$ cat src/design/dnsarp_pkg.sv
// Types and constants of the DNS reply A-record parser.
package dnsarp_pkg;

    localparam int DNSARP_POSITION_BITS = 16;

    // Header byte positions that close a 16-bit header field
    localparam int HDR_ID_END    = 1;
    localparam int HDR_FLAGS_END = 3;
    localparam int HDR_QD_END    = 5;
    localparam int HDR_AN_END    = 7;
    localparam int HDR_LAST      = 11;

    localparam logic [7:0]  NAME_PTR_MASK  = 8'hC0;
    localparam logic [7:0]  NAME_END       = 8'h00;
    localparam logic [15:0] QTAIL_LEN      = 16'd4;
    localparam logic [15:0] QTAIL_PTR_LEN  = 16'd5;
    localparam logic [15:0] AFIXED_LEN     = 16'd10;
    localparam logic [15:0] AFIXED_PTR_LEN = 16'd11;
    localparam logic [15:0] AFIXED_TYPE_HI = 16'd10;
    localparam logic [15:0] AFIXED_TYPE_LO = 16'd9;
    localparam logic [15:0] AFIXED_LEN_HI  = 16'd2;
    localparam logic [15:0] AFIXED_LEN_LO  = 16'd1;
    localparam logic [15:0] RR_TYPE_A      = 16'd1;
    localparam logic [15:0] RR_LEN_A       = 16'd4;

    // Result status codes
    localparam logic [2:0] ST_RESOLVED     = 3'd0;
    localparam logic [2:0] ST_TOO_SHORT    = 3'd1;
    localparam logic [2:0] ST_NOT_RESPONSE = 3'd2;
    localparam logic [2:0] ST_ID_MISMATCH  = 3'd3;
    localparam logic [2:0] ST_RCODE_ERROR  = 3'd4;
    localparam logic [2:0] ST_NO_ANSWERS   = 3'd5;
    localparam logic [2:0] ST_NO_A_RECORD  = 3'd6;

    typedef enum logic [2:0] {
        PH_HEADER = 3'd0,
        PH_QNAME  = 3'd1,
        PH_LABEL  = 3'd2,
        PH_QTAIL  = 3'd3,
        PH_ANAME  = 3'd4,
        PH_AFIXED = 3'd5,
        PH_ARDATA = 3'd6,
        PH_DONE   = 3'd7
    } phase_t;

    typedef struct packed {
        logic [7:0] data_byte;
        logic       last_byte;
    } in_item_t;

    typedef struct packed {
        logic [2:0]  status;
        logic        resolved;
        logic [31:0] ipv4_address;
    } out_item_t;

endpackage

$ cat src/design/dns_response_a_record_parser_top.sv
// Top level of the DNS reply A-record parser.
// DNS reply parser: feed the UDP payload of one reply as one byte per item, with
// last_byte set on the final byte; exactly one result item comes back per packet,
// carrying status, resolved and the first IPv4 address of a type A answer whose
// data length is 4. The header must carry QR set, the id held in expected_id, a
// zero rcode and a nonzero answer count; the first failing check, in that order,
// names the status. Packets of fewer than 12 bytes report too short; packets that
// end before a matching A record report no A record. Throughput is one byte per
// cycle while the input is not stalled: each byte passes through an input
// register and a parse-state update, and the result of a final byte lands in an
// output register. A result waiting on a stalled output holds the next packet's
// final byte in the input register, and the input stalls behind it; ordinary
// bytes keep flowing until then.
// Write expected_id only between packets.
module dns_response_a_record_parser_top
    import dnsarp_pkg::*;
#(
    parameter int POSITION_BITS = DNSARP_POSITION_BITS
)
(
    input  logic        clk,
    input  logic        rst_n,
    input  logic        in_valid,
    output logic        in_stall,
    input  in_item_t    in_item,
    output logic        out_valid,
    input  logic        out_stall,
    output out_item_t   out_item,
    input  logic        cfg_wr_en,
    input  logic [15:0] cfg_wr_data
);

    logic        s1_valid_reg, s1_valid_next;
    in_item_t    s1_item_reg;
    logic        out_valid_reg, out_valid_next;
    out_item_t   out_item_reg;
    logic [15:0] expected_id_reg;

    logic      s1_fire;
    logic      accept;
    out_item_t result;

    // Advance the input stage when its byte needs no result slot, or the slot is
    // free or being emptied this cycle.
    assign s1_fire  = s1_valid_reg
                    && (!s1_item_reg.last_byte || !out_valid_reg || !out_stall);
    assign in_stall = s1_valid_reg && !s1_fire;
    assign accept   = in_valid && !in_stall;

    assign out_valid = out_valid_reg;
    assign out_item  = out_item_reg;

    always_comb
    begin
        if (accept)
            s1_valid_next = 1'b1;
        else if (s1_fire)
            s1_valid_next = 1'b0;
        else
            s1_valid_next = s1_valid_reg;

        if (s1_fire && s1_item_reg.last_byte)
            out_valid_next = 1'b1;
        else if (!out_stall)
            out_valid_next = 1'b0;
        else
            out_valid_next = out_valid_reg;
    end

    dnsarp_parse #(
        .POSITION_BITS (POSITION_BITS)
    ) u_parse (
        .clk         (clk),
        .rst_n       (rst_n),
        .fire        (s1_fire),
        .item        (s1_item_reg),
        .expected_id (expected_id_reg),
        .result      (result)
    );

    always_ff @(posedge clk or negedge rst_n)
    begin
        if (!rst_n)
        begin
            s1_valid_reg    <= 1'b0;
            out_valid_reg   <= 1'b0;
            expected_id_reg <= '0;
        end
        else
        begin
            s1_valid_reg  <= s1_valid_next;
            out_valid_reg <= out_valid_next;
            if (cfg_wr_en)
                expected_id_reg <= cfg_wr_data;
        end
    end

    // Payload registers: hold while stalled, load on an accept or a final-byte fire.
    always_ff @(posedge clk)
    begin
        if (accept)
            s1_item_reg <= in_item;
        if (s1_fire && s1_item_reg.last_byte)
            out_item_reg <= result;
    end

endmodule

$ cat src/design/dnsarp_parse.sv
// Per-packet parse state and its one-byte update.
module dnsarp_parse
    import dnsarp_pkg::*;
#(
    parameter int POSITION_BITS = DNSARP_POSITION_BITS
)
(
    input  logic        clk,
    input  logic        rst_n,
    input  logic        fire,
    input  in_item_t    item,
    input  logic [15:0] expected_id,
    output out_item_t   result
);

    logic [POSITION_BITS-1:0] pos_reg, pos_next;
    phase_t                   phase_reg, phase_next;
    logic [15:0]              header_reg, header_next;
    logic [15:0]              qleft_reg, qleft_next;
    logic [15:0]              aleft_reg, aleft_next;
    logic [15:0]              skip_reg, skip_next;
    logic [15:0]              rtype_reg, rtype_next;
    logic [15:0]              rlen_reg, rlen_next;
    logic [31:0]              acc_reg, acc_next;
    logic [2:0]               verdict_reg, verdict_next;

    logic [7:0]  b;
    logic [15:0] skip_dec;
    logic [15:0] aleft_dec;
    logic [15:0] qleft_dec;
    logic        is_a;

    assign b         = item.data_byte;
    assign skip_dec  = skip_reg - 16'd1;
    assign aleft_dec = aleft_reg - 16'd1;
    assign qleft_dec = qleft_reg - 16'd1;
    assign is_a      = (rtype_reg == RR_TYPE_A) && (rlen_reg == RR_LEN_A);

    // Next state
    always_comb
    begin
        pos_next     = pos_reg;
        phase_next   = phase_reg;
        header_next  = header_reg;
        qleft_next   = qleft_reg;
        aleft_next   = aleft_reg;
        skip_next    = skip_reg;
        rtype_next   = rtype_reg;
        rlen_next    = rlen_reg;
        acc_next     = acc_reg;
        verdict_next = verdict_reg;

        case (phase_reg)
            PH_HEADER:
            begin
                header_next = {header_reg[7:0], b};
                if (pos_reg == POSITION_BITS'(HDR_ID_END))
                begin
                    verdict_next = (header_next != expected_id) ? ST_ID_MISMATCH : ST_RESOLVED;
                end
                else if (pos_reg == POSITION_BITS'(HDR_FLAGS_END))
                begin
                    if (!header_next[15])
                        verdict_next = ST_NOT_RESPONSE;
                    else if (verdict_reg != ST_ID_MISMATCH && header_next[3:0] != 4'd0)
                        verdict_next = ST_RCODE_ERROR;
                end
                else if (pos_reg == POSITION_BITS'(HDR_QD_END))
                begin
                    qleft_next = header_next;
                end
                else if (pos_reg == POSITION_BITS'(HDR_AN_END))
                begin
                    aleft_next = header_next;
                    if (verdict_reg == ST_RESOLVED && header_next == 16'd0)
                        verdict_next = ST_NO_ANSWERS;
                end
                else if (pos_reg == POSITION_BITS'(HDR_LAST))
                begin
                    if (verdict_reg != ST_RESOLVED)
                        phase_next = PH_DONE;
                    else
                        phase_next = (qleft_reg != 16'd0) ? PH_QNAME : PH_ANAME;
                end
            end
            PH_QNAME:
            begin
                if (b == NAME_END)
                begin
                    phase_next = PH_QTAIL;
                    skip_next  = QTAIL_LEN;
                end
                else if ((b & NAME_PTR_MASK) == NAME_PTR_MASK)
                begin
                    phase_next = PH_QTAIL;
                    skip_next  = QTAIL_PTR_LEN;
                end
                else
                begin
                    phase_next = PH_LABEL;
                    skip_next  = {8'd0, b};
                end
            end
            PH_LABEL:
            begin
                skip_next = skip_dec;
                if (skip_dec == 16'd0)
                    phase_next = (qleft_reg != 16'd0) ? PH_QNAME : PH_ANAME;
            end
            PH_QTAIL:
            begin
                skip_next = skip_dec;
                if (skip_dec == 16'd0)
                begin
                    qleft_next = qleft_dec;
                    phase_next = (qleft_dec != 16'd0) ? PH_QNAME : PH_ANAME;
                end
            end
            PH_ANAME:
            begin
                phase_next = PH_AFIXED;
                if (b == NAME_END)
                    skip_next = AFIXED_LEN;
                else if ((b & NAME_PTR_MASK) == NAME_PTR_MASK)
                    skip_next = AFIXED_PTR_LEN;
                else
                begin
                    phase_next = PH_LABEL;
                    skip_next  = {8'd0, b};
                end
            end
            PH_AFIXED:
            begin
                if (skip_reg == AFIXED_TYPE_HI)
                    rtype_next = {b, 8'd0};
                else if (skip_reg == AFIXED_TYPE_LO)
                    rtype_next = {rtype_reg[15:8], b};
                else if (skip_reg == AFIXED_LEN_HI)
                    rlen_next = {b, 8'd0};
                else if (skip_reg == AFIXED_LEN_LO)
                    rlen_next = {rlen_reg[15:8], b};
                skip_next = skip_dec;
                if (skip_dec == 16'd0)
                begin
                    if (rlen_next == 16'd0)
                    begin
                        // empty record data: this answer is finished
                        aleft_next = aleft_dec;
                        if (aleft_dec == 16'd0)
                        begin
                            phase_next   = PH_DONE;
                            verdict_next = ST_NO_A_RECORD;
                        end
                        else
                            phase_next = PH_ANAME;
                    end
                    else
                    begin
                        phase_next = PH_ARDATA;
                        skip_next  = rlen_next;
                        acc_next   = 32'd0;
                    end
                end
            end
            PH_ARDATA:
            begin
                if (is_a)
                    acc_next = {acc_reg[23:0], b};
                skip_next = skip_dec;
                if (skip_dec == 16'd0)
                begin
                    if (is_a)
                    begin
                        phase_next   = PH_DONE;
                        verdict_next = ST_RESOLVED;
                    end
                    else
                    begin
                        acc_next   = 32'd0;
                        aleft_next = aleft_dec;
                        if (aleft_dec == 16'd0)
                        begin
                            phase_next   = PH_DONE;
                            verdict_next = ST_NO_A_RECORD;
                        end
                        else
                            phase_next = PH_ANAME;
                    end
                end
            end
            default:
            begin
                // drop bytes after a decision
            end
        endcase

        if (pos_reg != {POSITION_BITS{1'b1}})
            pos_next = pos_reg + POSITION_BITS'(1);
    end

    // Result for a byte that closes the packet
    always_comb
    begin
        result = '0;
        if (pos_reg < POSITION_BITS'(HDR_LAST))
            result.status = ST_TOO_SHORT;
        else if (phase_next == PH_DONE)
            result.status = verdict_next;
        else
            result.status = ST_NO_A_RECORD;
        result.resolved = (result.status == ST_RESOLVED);
        if (result.resolved)
            result.ipv4_address = acc_next;
    end

    always_ff @(posedge clk or negedge rst_n)
    begin
        if (!rst_n)
        begin
            pos_reg     <= '0;
            phase_reg   <= PH_HEADER;
            header_reg  <= '0;
            qleft_reg   <= '0;
            aleft_reg   <= '0;
            skip_reg    <= '0;
            rtype_reg   <= '0;
            rlen_reg    <= '0;
            acc_reg     <= '0;
            verdict_reg <= '0;
        end
        else if (fire)
        begin
            if (item.last_byte)
            begin
                pos_reg     <= '0;
                phase_reg   <= PH_HEADER;
                header_reg  <= '0;
                qleft_reg   <= '0;
                aleft_reg   <= '0;
                skip_reg    <= '0;
                rtype_reg   <= '0;
                rlen_reg    <= '0;
                acc_reg     <= '0;
                verdict_reg <= '0;
            end
            else
            begin
                pos_reg     <= pos_next;
                phase_reg   <= phase_next;
                header_reg  <= header_next;
                qleft_reg   <= qleft_next;
                aleft_reg   <= aleft_next;
                skip_reg    <= skip_next;
                rtype_reg   <= rtype_next;
                rlen_reg    <= rlen_next;
                acc_reg     <= acc_next;
                verdict_reg <= verdict_next;
            end
        end
    end

endmodule

$ cat config.mk
export PLATFORM = sky130hd
export DESIGN_NAME = dns_response_a_record_parser_top
export DESIGN_NICKNAME = d
export VERILOG_FILES = /design/src/design/dnsarp_pkg.sv /design/src/design/dns_response_a_record_parser_top.sv /design/src/design/dnsarp_parse.sv
export SDC_FILE = /design/constraint.sdc
export NUM_CORES = 1
export LEC_CHECK = 0
export BUFFER_PORTS_ARGS = -buffer_cell sky130_fd_sc_hd__buf_2
export CAP_MARGIN = 40
export CORE_ASPECT_RATIO = 1.25
export CORE_MARGIN = 3
export CORE_UTILIZATION = 55
export CTS_CLUSTER_SIZE = 40
export DETAILED_ROUTE_END_ITERATION = 6
export GPL_ROUTABILITY_DRIVEN = 0
export PLACE_DENSITY = 0.69
export SETUP_SLACK_MARGIN = 0.15
export SLEW_MARGIN = 10
export SYNTH_ARGS = -nofsm -noshare
export SYNTH_HDL_FRONTEND = slang
export SYNTH_HIERARCHICAL = 1
export SYNTH_SLANG_ARGS = --single-unit
export TNS_END_PERCENT = 10
$ cat constraint.sdc
create_clock -name clk -period 4.4 [get_ports clk]
set_input_delay 0.44 -clock clk [delete_from_list [all_inputs] [get_ports clk]]
set_output_delay 0.44 -clock clk [all_outputs]
set_load 0.01 [all_outputs]
==> impl_metrics.yaml <==
drt:
  drt_wl_total_um: 31550
  vias: 9873
  wl_per_cell_um: 20.46
  drc: 0
  drt_iter0_markers: 963
  first_pass_iters: 7
  final_antenna_net_count: 0
  vias_per_cell: 6.403
timing:
  finClkSkew_ns: 0.01281
  max_slew_margin_pct: 36.66
  timing.hold.ws_ns: 0.08864
  rsz0062_at_grt: "false"
  drv_slew: 0
  setup_ws_ns: 0.2727
  setup_viol: 0
  min_period_ns: 4.127
  finalHoldViolCount: 0
  max_slew.worst_pin.slew_ns: 0.9438
  fmax_mhz: 242.3
  period_share_pct: 93.80
  tns_ns: 0
worst_setup_path:
  cp-end-kind: "register"
  crit_type: "register to register"
  worstPathArrival_ns: 4.52
  path_max_fanout: 9
  cp.required_ns: 4.79
  worst_setup_path_start_kind: "register"
  r2r_setup_slack_ns: 0.27
floorplanning:
  fp.dieArea_mm2: 0.02260
  die_h_um: 167.3
  start_util_pct: 56.37
  num_rows: 58
  core_mm2: 0.02032
  ioPinCount: 68
  die_w_um: 135.1
clocking:
  post_cts_buffers: 0
  cts.sinks: 205
  htreeDepth: 1
  numCtsBuffers: 23
  insertion_delay_ns: 0.53
  cts_tree: "built"
  clk_pin_slew_ns: 0.06
  cts_root_buf: "clkbuf_16"
  clockBufferDepth: 3
yosys:
  async_flop_share_pct: 78.05
  syn_avg_cell_area_um2: 9.625
  syn_area_mm2: 0.01145
  synth_edf_count: 45
  ys_types: 80
  synth_ff_type: "dfrtp_1"
  ys_seq_elements: 205
  synth_cells: 1190
  synth_nets: 1230
  yosysWarningCount: 6
  seq_area_frac_synth_pct: 46.76
global_route:
  grtUsageTotal_pct: 28.00
  antenna_found_initial: 0
  grt_overflow: 0
  grt_pass1_wl_um: 51320
  grt_max_degree: 87
  grt_pass1_vias: 9451
run_status:
  status: "complete, no violations"
placed_design:
  pre_cts_slack_ns: 0.3375
  dp_hpwl_um: 21690
  numPortBuffers: 67
power_and_ir_drop:
  power_switching_mw: 1.347
  vdd_ir_drop_max_uv: 354.1
  switching_share_pct: 28.47
  leakagePower_nw: 5.301
  seqPwrFrac_pct: 46.5
  power_mw: 4.732
  pwr-share-clk_pct: 38.3
  p_per_area_mw_per_mm2: 365.8
  comb_power_share_pct: 15.2
  intPower_mw: 3.385
layout:
  diodes: 0
  fin_nets: 1295
  syn2layout_area_growth_pct: 12.93
  mostFrequentLayoutCell: "dfrtp_1"
  fin_util_pct: 63.66
  drive_gt1_share_pct: 18.08
  largest_reg_flops: 36
  final_cell_mix: "dfrtp_1, nor2_1, o21ai_0"
run:
  drv_cap: 0
hold_path:
  hp-class: "input pin to register"
[final timing paths]
path | start | end | depth (start not counted)
min | in_item[3] | s1_item_reg[3]$_DFFE_PP_ | 1
max in group asynchronous | rst_n | u_parse/rlen_reg[14]$_DFFE_PN0P_ | 4
min in group asynchronous | rst_n | u_parse/acc_reg[27]$_DFFE_PN0P_ | 2
max | u_parse/skip_reg[0]$_DFFE_PN0P_ | u_parse/skip_reg[0]$_DFFE_PN0P_ | 13
max reg2reg | u_parse/skip_reg[0]$_DFFE_PN0P_ | u_parse/skip_reg[0]$_DFFE_PN0P_ | 13
min reg2reg | u_parse/rtype_reg[15]$_DFFE_PN0P_ | u_parse/rtype_reg[15]$_DFFE_PN0P_ | 2
[what timing repair did]
action / CTS / global route
hold buffers: 1 / 0
endpoints found under the setup margin: 0 / 24
endpoints found under the hold margin: 12 / 0
gates resized for setup: 0 / 2
[cell usage after synthesis (30+ instances only)]
cell      count  area, µm²
nor2_1      117      439.2
o21ai_0     106      530.5
clkbuf_1     59      221.5
a22o_1       52      455.4
nor3_1       48      240.2
nor4_1       31      193.9
nand2_1     103      386.6
a22oi_1      37      277.8
a21oi_1      57      285.3
edfxtp_1     45       1351
nor3_2       30      300.3
dfrtp_1     160       4004
[layout make-up]
type	count	area, µm²
Fill cell	1728	7385
Multi-Input combinational cell	884	5690
Sequential cell	205	5355
Timing Repair Buffer	112	730.7
Clock buffer	34	656.9
Tap cell	270	337.8
Inverter	29	108.9
Clock inverter	8	55.05
[power by group through the flow]
stage / Sequential (mW) / Combinational, mW / Clock (mW)
floorplan: 2.18 / 0.518 / 0
global placement: 2.23 / 0.700 / 0
detailed placement: 2.23 / 0.711 / 0
CTS: 2.20 / 0.717 / 1.85
global route: 2.22 / 0.799 / 1.92
finish: 2.20 / 0.720 / 1.81
[cell families after synthesis]
kind of cell	share of synthesized area [%]
flip-flops	46.76
AO/OA/AOI/OAI	20.48
XOR/XNOR	2.906
adder cells (fa/ha/maj)	1.092
AND/OR/NAND/NOR	21.11
multiplexers	3.660
buffers and inverters	3.998
[metal layers]
metal	vias up	share of wire, %	GRT usage, %
li1	4563	-	-
met1	4767	41	38.99
met2	450	47	45.09
met3	93	7.5	3.576
met4	0	3.9	10.48
met5	-	0	0
[metrics by stage]
step                instance area [µm²]  cells
floorplan                         11450   1190
global placement                  12160   1497
detailed placement                12200   1499
CTS                               12920   1542
global route                      12930   1542
finish                            12930   1542
[worst max-delay path, stage by stage (launching register included)]
cell and delay (ns):
dfrtp_1 0.48, inv_1 0.12, ha_1 0.26, nor3b_1 0.21
buf_4 0.18, and3_1 0.28, xor2_1 0.15, or3_1 0.40
or3_4 0.45, a21oi_4 0.34, nor2_1 0.09, a2111oi_0 0.74
buf_4 0.22, o21ai_1 0.05
No activity file was read; power rests on OpenSTA's default activity.
